$ cat config.mk
export PLATFORM = sky130hd
export DESIGN_NAME = tlv_record_finder
export DESIGN_NICKNAME = d
export VERILOG_FILES = /design/src/rtl/core/tlvrf_pkg.sv /design/src/rtl/core/tlvrf_front.sv /design/src/rtl/core/tlvrf_parser.sv /design/src/rtl/core/tlv_record_finder.sv
export SDC_FILE = /design/constraint.sdc
export NUM_CORES = 1
export LEC_CHECK = 0
export ABC_AREA = 1
export BUFFER_PORTS_ARGS = -buffer_cell sky130_fd_sc_hd__buf_2
export CORE_UTILIZATION = 30
export CTS_CLUSTER_DIAMETER = 30
export DETAILED_ROUTE_END_ITERATION = 10
export PLACE_DENSITY = 0.41
export SLEW_MARGIN = 30
export SYNTH_ARGS = -nofsm -noshare
export SYNTH_HDL_FRONTEND = slang
export SYNTH_SLANG_ARGS = --single-unit
$ cat constraint.sdc
create_clock -name clock -period 15.55 [get_ports clock]
set_input_delay 1.555 -clock clock [delete_from_list [all_inputs] [get_ports clock]]
set_output_delay 1.555 -clock clock [all_outputs]
set_load 0.02 [all_outputs]
$ cat src/rtl/core/tlvrf_pkg.sv
// ----------------------------------------------------------------------------
// tlvrf_pkg
// Shared types and constants for the type-length-value record finder.
// ----------------------------------------------------------------------------
package tlvrf_pkg;

   // largest buffer the parser accepts, and the position counter ceiling
   localparam logic [12:0] BUFFER_BYTES = 13'd4096;
   localparam logic [12:0] POS_MAX      = 13'd8191;

   // configuration register indexes
   localparam int unsigned CSR_INDEX_W = 1;
   localparam logic [CSR_INDEX_W-1:0] CSR_TARGET_TYPE   = 1'd0;
   localparam logic [CSR_INDEX_W-1:0] CSR_BUFFER_LENGTH = 1'd1;

   // result codes
   localparam logic [1:0] ST_FOUND     = 2'd0;
   localparam logic [1:0] ST_NOTFOUND  = 2'd1;
   localparam logic [1:0] ST_MALFORMED = 2'd2;

   // one buffer byte
   typedef struct packed {
      logic [7:0] data_byte;
      logic       last_byte;
   } req_type;

   // one search result
   typedef struct packed {
      logic [1:0]  status;
      logic [12:0] data_offset;
      logic [12:0] data_size;
   } rsp_type;

   // head of the byte queue as seen by the parser
   typedef struct packed {
      logic    valid;
      req_type item;
   } queue_head_type;

   // configuration as seen by the parser
   typedef struct packed {
      logic signed [31:0] target_type;
      logic [12:0]        eff_length;
   } cfg_type;

   // parser phase
   typedef enum logic [1:0] {
      PH_COUNT,
      PH_TYPE,
      PH_SIZE,
      PH_SKIP
   } phase_type;

endpackage

$ cat src/rtl/core/tlvrf_front.sv
// ----------------------------------------------------------------------------
// tlvrf_front
// Input side: takes buffer bytes into a short queue that feeds the parser.
// ----------------------------------------------------------------------------
module tlvrf_front import tlvrf_pkg::*; #(
   parameter int unsigned DEPTH = 4
) (
   input  logic           clock,
   input  logic           reset,
   input  logic           req_valid,
   output logic           req_stall,
   input  req_type        req_data,
   output queue_head_type head,
   input  logic           head_pop
);

   localparam int unsigned PTR_W = (DEPTH > 1) ? $clog2(DEPTH) : 1;
   localparam int unsigned CNT_W = $clog2(DEPTH + 1);

   req_type           entry_ff [DEPTH];
   logic [PTR_W-1:0]  wr_ptr_ff, wr_ptr_in;
   logic [PTR_W-1:0]  rd_ptr_ff, rd_ptr_in;
   logic [CNT_W-1:0]  count_ff, count_in;
   logic              push;
   logic              pop;

   // transfer qualifiers
   assign req_stall = (count_ff == CNT_W'(DEPTH));
   assign push      = req_valid && !req_stall;
   assign pop       = head.valid && head_pop;

   assign head.valid = (count_ff != '0);
   assign head.item  = entry_ff[rd_ptr_ff];

   // pointer and fill count update
   always_comb begin
      wr_ptr_in = wr_ptr_ff;
      rd_ptr_in = rd_ptr_ff;
      count_in  = count_ff;
      if (push) begin
         wr_ptr_in = (wr_ptr_ff == PTR_W'(DEPTH - 1)) ? '0 : wr_ptr_ff + PTR_W'(1);
      end
      if (pop) begin
         rd_ptr_in = (rd_ptr_ff == PTR_W'(DEPTH - 1)) ? '0 : rd_ptr_ff + PTR_W'(1);
      end
      if (push && !pop) begin
         count_in = count_ff + CNT_W'(1);
      end else if (pop && !push) begin
         count_in = count_ff - CNT_W'(1);
      end
   end

   always_ff @(posedge clock) begin
      if (reset) begin
         wr_ptr_ff <= '0;
         rd_ptr_ff <= '0;
         count_ff  <= '0;
      end else begin
         wr_ptr_ff <= wr_ptr_in;
         rd_ptr_ff <= rd_ptr_in;
         count_ff  <= count_in;
      end
   end

   // queue storage
   always_ff @(posedge clock) begin
      if (push) begin
         entry_ff[wr_ptr_ff] <= req_data;
      end
   end

endmodule

$ cat src/rtl/core/tlvrf_parser.sv
// ----------------------------------------------------------------------------
// tlvrf_parser
// Back end: walks the record stream one byte per cycle while the result slot
// is free or not stalled, and holds the result in an output register.
// ----------------------------------------------------------------------------
module tlvrf_parser import tlvrf_pkg::*; (
   input  logic           clock,
   input  logic           reset,
   input  cfg_type        cfg,
   input  queue_head_type head,
   output logic           head_pop,
   output logic           rsp_valid,
   input  logic           rsp_stall,
   output rsp_type        rsp_data
);

   phase_type    phase_ff, phase_in;
   logic         decided_ff, decided_in;
   logic [12:0]  pos_ff, pos_in;
   logic [31:0]  asm_ff, asm_in;
   logic [1:0]   cnt_ff, cnt_in;
   logic [31:0]  rl_ff, rl_in;
   logic [31:0]  type_ff, type_in;
   logic [12:0]  skip_ff, skip_in;
   logic         rsp_valid_ff;
   rsp_type      rsp_ff;

   logic         take;
   logic         step;
   logic [7:0]   in_byte;
   logic [31:0]  byte_shift;
   logic [31:0]  asm_full;
   logic         field_done;
   logic         count_short;
   logic [13:0]  pos1;
   logic [14:0]  hdr_end;
   logic         hdr_past;
   logic [14:0]  data_end;
   logic         size_bad;
   logic         type_match;
   logic [31:0]  rl_minus;
   logic [31:0]  rec_rl;
   logic         rec_none;
   logic [12:0]  skip_dec;
   logic         res_fire;
   rsp_type      res;

   // a byte moves out of the queue when the result slot can take a result
   assign take     = head.valid && (!rsp_valid_ff || !rsp_stall);
   assign head_pop = take;
   assign step     = take && !decided_ff;
   assign in_byte  = head.item.data_byte;

   // little-endian field assembly
   always_comb begin
      case (cnt_ff)
         2'd0:    byte_shift = {24'd0, in_byte};
         2'd1:    byte_shift = {16'd0, in_byte, 8'd0};
         2'd2:    byte_shift = {8'd0, in_byte, 16'd0};
         default: byte_shift = {in_byte, 24'd0};
      endcase
   end

   assign asm_full   = asm_ff | byte_shift;
   assign field_done = (cnt_ff == 2'd3);
   assign count_short = (cnt_ff == 2'd0) && (cfg.eff_length < 13'd4);

   // offset checks
   assign pos1     = {1'b0, pos_ff} + 14'd1;
   assign hdr_end  = {1'b0, pos1} + 15'd8;
   assign hdr_past = hdr_end > {2'b00, cfg.eff_length};
   assign data_end = {1'b0, pos1} + {2'b00, asm_full[12:0]};
   assign size_bad = asm_full[31] || (asm_full > {19'd0, cfg.eff_length})
                     || (data_end > {2'b00, cfg.eff_length});
   assign type_match = (type_ff == cfg.target_type);
   assign rl_minus   = rl_ff - 32'd1;
   assign skip_dec   = (skip_ff != 13'd0) ? skip_ff - 13'd1 : 13'd0;

   // record count seen when the next record header is due
   always_comb begin
      case (phase_ff)
         PH_COUNT: rec_rl = asm_full;
         PH_SIZE:  rec_rl = rl_minus;
         default:  rec_rl = rl_ff;
      endcase
   end

   assign rec_none = (rec_rl == 32'd0);

   // next phase and decision
   always_comb begin
      phase_in   = phase_ff;
      decided_in = decided_ff;
      res_fire   = 1'b0;
      res        = '{status: ST_MALFORMED, data_offset: 13'd0, data_size: 13'd0};
      if (step) begin
         case (phase_ff)
            PH_COUNT: begin
               if (count_short) begin
                  res_fire = 1'b1;
               end else if (field_done) begin
                  if (asm_full == 32'd0 || asm_full[31]) begin
                     res_fire   = 1'b1;
                     res.status = ST_NOTFOUND;
                  end else if (hdr_past) begin
                     res_fire = 1'b1;
                  end else begin
                     phase_in = PH_TYPE;
                  end
               end
            end
            PH_TYPE: begin
               if (field_done) begin
                  phase_in = PH_SIZE;
               end
            end
            PH_SIZE: begin
               if (field_done) begin
                  if (size_bad) begin
                     res_fire = 1'b1;
                  end else if (type_match) begin
                     res_fire        = 1'b1;
                     res.status      = ST_FOUND;
                     res.data_offset = pos1[12:0];
                     res.data_size   = asm_full[12:0];
                  end else if (asm_full != 32'd0) begin
                     phase_in = PH_SKIP;
                  end else if (rec_none) begin
                     res_fire   = 1'b1;
                     res.status = ST_NOTFOUND;
                  end else if (hdr_past) begin
                     res_fire = 1'b1;
                  end else begin
                     phase_in = PH_TYPE;
                  end
               end
            end
            PH_SKIP: begin
               if (skip_dec == 13'd0) begin
                  if (rec_none) begin
                     res_fire   = 1'b1;
                     res.status = ST_NOTFOUND;
                  end else if (hdr_past) begin
                     res_fire = 1'b1;
                  end else begin
                     phase_in = PH_TYPE;
                  end
               end
            end
            default: begin
               phase_in = PH_COUNT;
            end
         endcase
      end
      if (res_fire) begin
         decided_in = 1'b1;
      end
      // last byte: early end is malformed, then the parser starts over
      if (take && head.item.last_byte) begin
         if (!decided_ff && !res_fire) begin
            res_fire = 1'b1;
            res      = '{status: ST_MALFORMED, data_offset: 13'd0, data_size: 13'd0};
         end
         phase_in   = PH_COUNT;
         decided_in = 1'b0;
      end
   end

   // field and counter updates
   always_comb begin
      pos_in  = pos_ff;
      asm_in  = asm_ff;
      cnt_in  = cnt_ff;
      rl_in   = rl_ff;
      type_in = type_ff;
      skip_in = skip_ff;
      if (take && pos_ff != POS_MAX) begin
         pos_in = pos_ff + 13'd1;
      end
      if (step) begin
         case (phase_ff)
            PH_COUNT, PH_TYPE, PH_SIZE: begin
               if (!(phase_ff == PH_COUNT && count_short)) begin
                  if (field_done) begin
                     asm_in = 32'd0;
                     cnt_in = 2'd0;
                     case (phase_ff)
                        PH_COUNT: rl_in = asm_full;
                        PH_TYPE:  type_in = asm_full;
                        default: begin
                           rl_in   = rl_minus;
                           skip_in = asm_full[12:0];
                        end
                     endcase
                  end else begin
                     asm_in = asm_full;
                     cnt_in = cnt_ff + 2'd1;
                  end
               end
            end
            PH_SKIP: begin
               skip_in = skip_dec;
            end
            default: begin
               skip_in = skip_ff;
            end
         endcase
      end
      if (take && head.item.last_byte) begin
         pos_in  = 13'd0;
         asm_in  = 32'd0;
         cnt_in  = 2'd0;
         rl_in   = 32'd0;
         type_in = 32'd0;
         skip_in = 13'd0;
      end
   end

   // parser state
   always_ff @(posedge clock) begin
      if (reset) begin
         phase_ff   <= PH_COUNT;
         decided_ff <= 1'b0;
         pos_ff     <= 13'd0;
         asm_ff     <= 32'd0;
         cnt_ff     <= 2'd0;
         rl_ff      <= 32'd0;
         type_ff    <= 32'd0;
         skip_ff    <= 13'd0;
      end else begin
         phase_ff   <= phase_in;
         decided_ff <= decided_in;
         pos_ff     <= pos_in;
         asm_ff     <= asm_in;
         cnt_ff     <= cnt_in;
         rl_ff      <= rl_in;
         type_ff    <= type_in;
         skip_ff    <= skip_in;
      end
   end

   // result slot
   always_ff @(posedge clock) begin
      if (reset) begin
         rsp_valid_ff <= 1'b0;
      end else if (take && res_fire) begin
         rsp_valid_ff <= 1'b1;
      end else if (!rsp_stall) begin
         rsp_valid_ff <= 1'b0;
      end
   end

   always_ff @(posedge clock) begin
      if (take && res_fire) begin
         rsp_ff <= res;
      end
   end

   assign rsp_valid = rsp_valid_ff;
   assign rsp_data  = rsp_ff;

endmodule

$ cat src/rtl/core/tlv_record_finder.sv
// ----------------------------------------------------------------------------
// tlv_record_finder
// Searches a streamed type-length-value buffer for the first record of the
// configured type and reports found, not found or malformed per buffer.
// ----------------------------------------------------------------------------
// result: registered, valid in the cycle after the transfer of the byte that
//   settles it; the byte may first wait in the input queue
// throughput: one byte per cycle unless rsp_stall holds a pending result, set by the single-byte parser step
// reset: synchronous; empties the queue and result slot, restarts the
//   parser, target_type returns to 0 and buffer_length to 4096
module tlv_record_finder import tlvrf_pkg::*; #(
   parameter int unsigned QUEUE_DEPTH = 4
) (
   input  logic                   clock,
   input  logic                   reset,
   input  logic                   req_valid,
   output logic                   req_stall,
   input  req_type                req_data,
   output logic                   rsp_valid,
   input  logic                   rsp_stall,
   output rsp_type                rsp_data,
   input  logic                   csr_we,
   input  logic [CSR_INDEX_W-1:0] csr_index,
   input  logic [31:0]            csr_wdata
);

   logic signed [31:0] target_type_ff;
   logic [12:0]        buffer_length_ff;
   cfg_type            cfg;
   queue_head_type     head;
   logic               head_pop;

   // configuration registers
   always_ff @(posedge clock) begin
      if (reset) begin
         target_type_ff   <= 32'sd0;
         buffer_length_ff <= BUFFER_BYTES;
      end else if (csr_we) begin
         case (csr_index)
            CSR_TARGET_TYPE:   target_type_ff   <= csr_wdata;
            CSR_BUFFER_LENGTH: buffer_length_ff <= csr_wdata[12:0];
            default:           target_type_ff   <= target_type_ff;
         endcase
      end
   end

   // effective length is capped at the buffer size
   assign cfg.target_type = target_type_ff;
   assign cfg.eff_length  = (buffer_length_ff < BUFFER_BYTES) ? buffer_length_ff
                                                              : BUFFER_BYTES;

   tlvrf_front #(
      .DEPTH (QUEUE_DEPTH)
   ) u_front (
      .clock     (clock),
      .reset     (reset),
      .req_valid (req_valid),
      .req_stall (req_stall),
      .req_data  (req_data),
      .head      (head),
      .head_pop  (head_pop)
   );

   tlvrf_parser u_parser (
      .clock     (clock),
      .reset     (reset),
      .cfg       (cfg),
      .head      (head),
      .head_pop  (head_pop),
      .rsp_valid (rsp_valid),
      .rsp_stall (rsp_stall),
      .rsp_data  (rsp_data)
   );

endmodule
==> metrics.md <==
| Metric | Value |
|---|---|
| DP Area | `between 0.015 and 0.02 mm²` |
| Root Buffer | `clkbuf_16` |
| FF-to-FF Start | `u_parser.cnt_ff[0]` |
| First-pass GRT wire length | `about 77,000 µm` |
| Area Overhead vs Synth | `23.5%` |
| Synth cell types | `58` |
| PortBufs | `76` |
| FF+latch count, synth | `roughly 250` |
| Synth area leader | `dfxtp_1` |
| Clk slew on worst S/H paths | `0.04 ns` |
| Share of layout cells above drive strength 1 | `0.156` |
| Vias per cell | `4.81` |
| FF-to-FF path depth | `32` |
| Final Hold Fails | `0` |
| Layout Utilization | `0.375` |
| Fmax | `approximately 180 MHz` |
| Fin worst setup slack | `just under 10 ns` |
| Leakage power | `around 7.8 nW` |
| RSZ-0062 raised after global routing | `false` |
| Final std cells w/o fill | `approximately 2.8k` |
| Slowest stage delay, CP | `approximately 0.4 ns` |
| Dpl cells | `roughly 2.7k` |
| CTS tree | `done` |
| Worst Hold Class | `flop to flop` |
| Later-pin clock latency in the skew report | `0.60 ns` |
| YS warnings | `0` |
| Critical-path top delay cell | `fa_1` |
| Detailed Routing Iterations Pass 1 | `5` |
| Slew Limit Fails | `0` |
| Final wirelength | `roughly 50,000 µm` |
| Core box area | `0.0487 mm²` |
| Post-layout instance area | `between 0.015 and 0.02 mm²` |
| Largest cells by area after synthesis | `dfxtp_1 25%, edfxtp_1 13%, nand2_1 11%` |
| Most common cell on crit path | `nand2_1` |
| Max VDD drop | `0.000101 V` |
| Vias after detailed routing | `13.6k` |
| Total gr overflow | `0` |
| Critical-path maximum fanout | `28` |
| Remaining DRCs | `0` |
| Post-CTS Resized | `0` |
| Initial antenna violation count | `0` |
| Worst endpoint required time | `around 16 ns` |
| Share of the synthesized area in the top cell type | `0.246` |
| Tmin final | `5.71 ns` |
| Hold Startpoint | `u_parser.asm_ff[22]` |
| Hold-fix buffers, CTS | `0` |
| R2R Path End | `u_parser.rsp_data[23]` |
| Period utilisation layout | `0.367` |
| Total track usage | `0.201` |
| HPWL after DPL | `around 36,000 µm` |
| Largest net degree at the start of global routing | `between 50 and 60` |
| R2R Setup Slk | `9.84 ns` |
| I/O pins | `77` |
| Die width | `approximately 220 µm` |
| Worst-Margin Slew | `0.953 ns` |
| Post-route setup TNS | `0 ns` |
| Slew margin rel. | `0.363` |
| CP Class | `flop to flop` |
| Worst Hold Path EP | `u_parser.asm_ff[22]` |
| Cts bufs inserted | `76` |
| Mapped cell area | `0.0148 mm²` |
| Wire length per cell | `~18 µm` |
| CP Capture Type | `flop` |
| Status | `completed` |
| GPL Wtd Cong | `0.872` |
| Arr. time, crit path | `roughly 5.9 ns` |
| Fin nets | `2,233` |
| Max clock buf depth | `3` |
| Site Rows | `81` |
| Syn nets | `~2.1k` |
| Clock tree sinks | `about 250` |
| DIE AREA | `between 0.05 and 0.06 mm²` |
| Worst setup SP type | `flop` |
| 1st-iter DRT viols | `between 700 and 800` |
| Post-Synthesis Cells | `slightly above 2k` |
| Sequential fraction of the synthesis area | `0.376` |
| H-tree depth | `3` |
| Hold path cells | `2` |
| Die Y | `224 µm` |
| # diodes | `0` |
| Antenna viol nets, final | `0` |
| Starting density of the core | `0.303` |
| Place WS | `~10 ns` |
| Commonest non-fill, non-tap cell in the layout | `nand2_1` |
| Post-CTS setup buffers | `0` |
| Vias in the first global route | `13.3k` |
| Final Skew | `0.0211 ns` |
| Max-Cap Viols | `0` |
| Most frequent cells in the layout | `434 x nand2_1, 248 x nor2_1, 194 x inv_1` |
| # fillers | `roughly 5.1k` |
| Avg Cell Area, Syn | `~7.3 µm²` |
| Finish-stage setup viols | `0` |
| PwrDens | `~210 mW/mm²` |
[synthesized netlist by cell type (all sizes together)]
cell / n
inv: 209
o21bai: 15
buf: 16
a21boi: 1
nand2: 467
nand4: 25
o21ai: 171
ha: 67
nand3: 158
dfxtp: 182
or2: 12
and3: 1
o31ai: 1
fa: 2
xor2: 23
nor4: 10
a31o: 1
o22ai: 1
a221oi: 7
a211oi: 21
a31oi: 35
xnor2: 28
a21oi: 119
clkbuf: 54
o21a: 1
clkinv: 4
o21ba: 1
o2111ai: 2
nor3: 18
nor2: 295
o211a: 1
edfxtp: 64
nand3b: 2
o211ai: 5
[metrics by stage]
stage	power (mW)	hold slack [ns]
final	3.86	0.456
after floorplan	1.91	0.430
after global routing	4.13	0.469
after detailed placement	2.39	0.451
after CTS	3.90	0.456
after global placement	2.39	0.441
[area by class of cell]
class                      instances  area [µm²]  area share
timing repair buffer              90         505      0.0277
inverter                         213         810      0.0443
sequential                       246        5570       0.305
tap                              664         831      0.0455
multi-input combinational       1490        8090       0.442
clock buffer                     107        2110       0.115
clock inverter                    29         367      0.0201
[worst max-delay path by stage]
stage | start | to | slack [ns] | depth (start not counted)
4_1_cts | flop | u_parser.rsp_data[23] | 9.87 | 29
3_3_place_gp | u_parser.cnt_ff[0] | u_parser.rsp_data[21] | 9.58 | 32
5_1_grt | flop | u_parser.rsp_data[23] | 9.22 | 29
3_5_place_dp | flop | u_parser.rsp_data[21] | 9.89 | 29
6_report | u_parser.cnt_ff[0] | u_parser.rsp_data[23] | 9.84 | 32
2_1_floorplan | u_parser.cnt_ff[0] | u_parser.rsp_data[0] | 10.58 | 32
[per-layer routing]
metal  part of all wire  track usage  routed length [µm]
met2               0.45        0.318               22400
met5                  0            0                   0
met1               0.47        0.267               23500
met3              0.048       0.0371                2380
met4              0.028       0.0837                1400
[flip-flops by register name, indices dropped and copies added (netlist names), 28 cells and up, named ones only]
| signal | flops |
|---|---|
| u_parser.rsp_data | 28 |
| u_parser.type_ff | 32 |
| u_front.entry_ff | 36 |
| target_type_ff | 32 |
| u_parser.rl_ff | 32 |
| u_parser.asm_ff | 32 |
[kinds of logic after synthesis]
| group | count (synthesis) | share of synthesized area |
|---|---|---|
| flip-flops | 246 | 0.376 |
| buffers and inverters | 283 | 0.0776 |
| AND/OR/NAND/NOR | 988 | 0.311 |
| XOR/XNOR | 51 | 0.0312 |
| AO/OA/AOI/OAI | 382 | 0.144 |
| adder cells (fa/ha/maj) | 69 | 0.0594 |
[critical path: cells and delay by family (launching register included)]
| family | cells | cell delay (ns) |
|---|---|---|
| AOI/OAI and AO/OA | 7 | 1.21 |
| xor gates and xnor gates | 1 | 0.16 |
| DFF | 1 | 0.34 |
| and+or+nand+nor | 17 | 2.26 |
| adders and majority gates | 4 | 1.09 |
| buffers and inverters | 3 | 0.24 |
[power by group]
part / switching (mW) / total [mW] / internal (mW)
Combinational: 1.08 / 1.54 / 0.465
Sequential: 0.0675 / 0.836 / 0.769
Clock: 0.449 / 1.48 / 1.03
No activity file was read; power rests on OpenSTA's default activity.
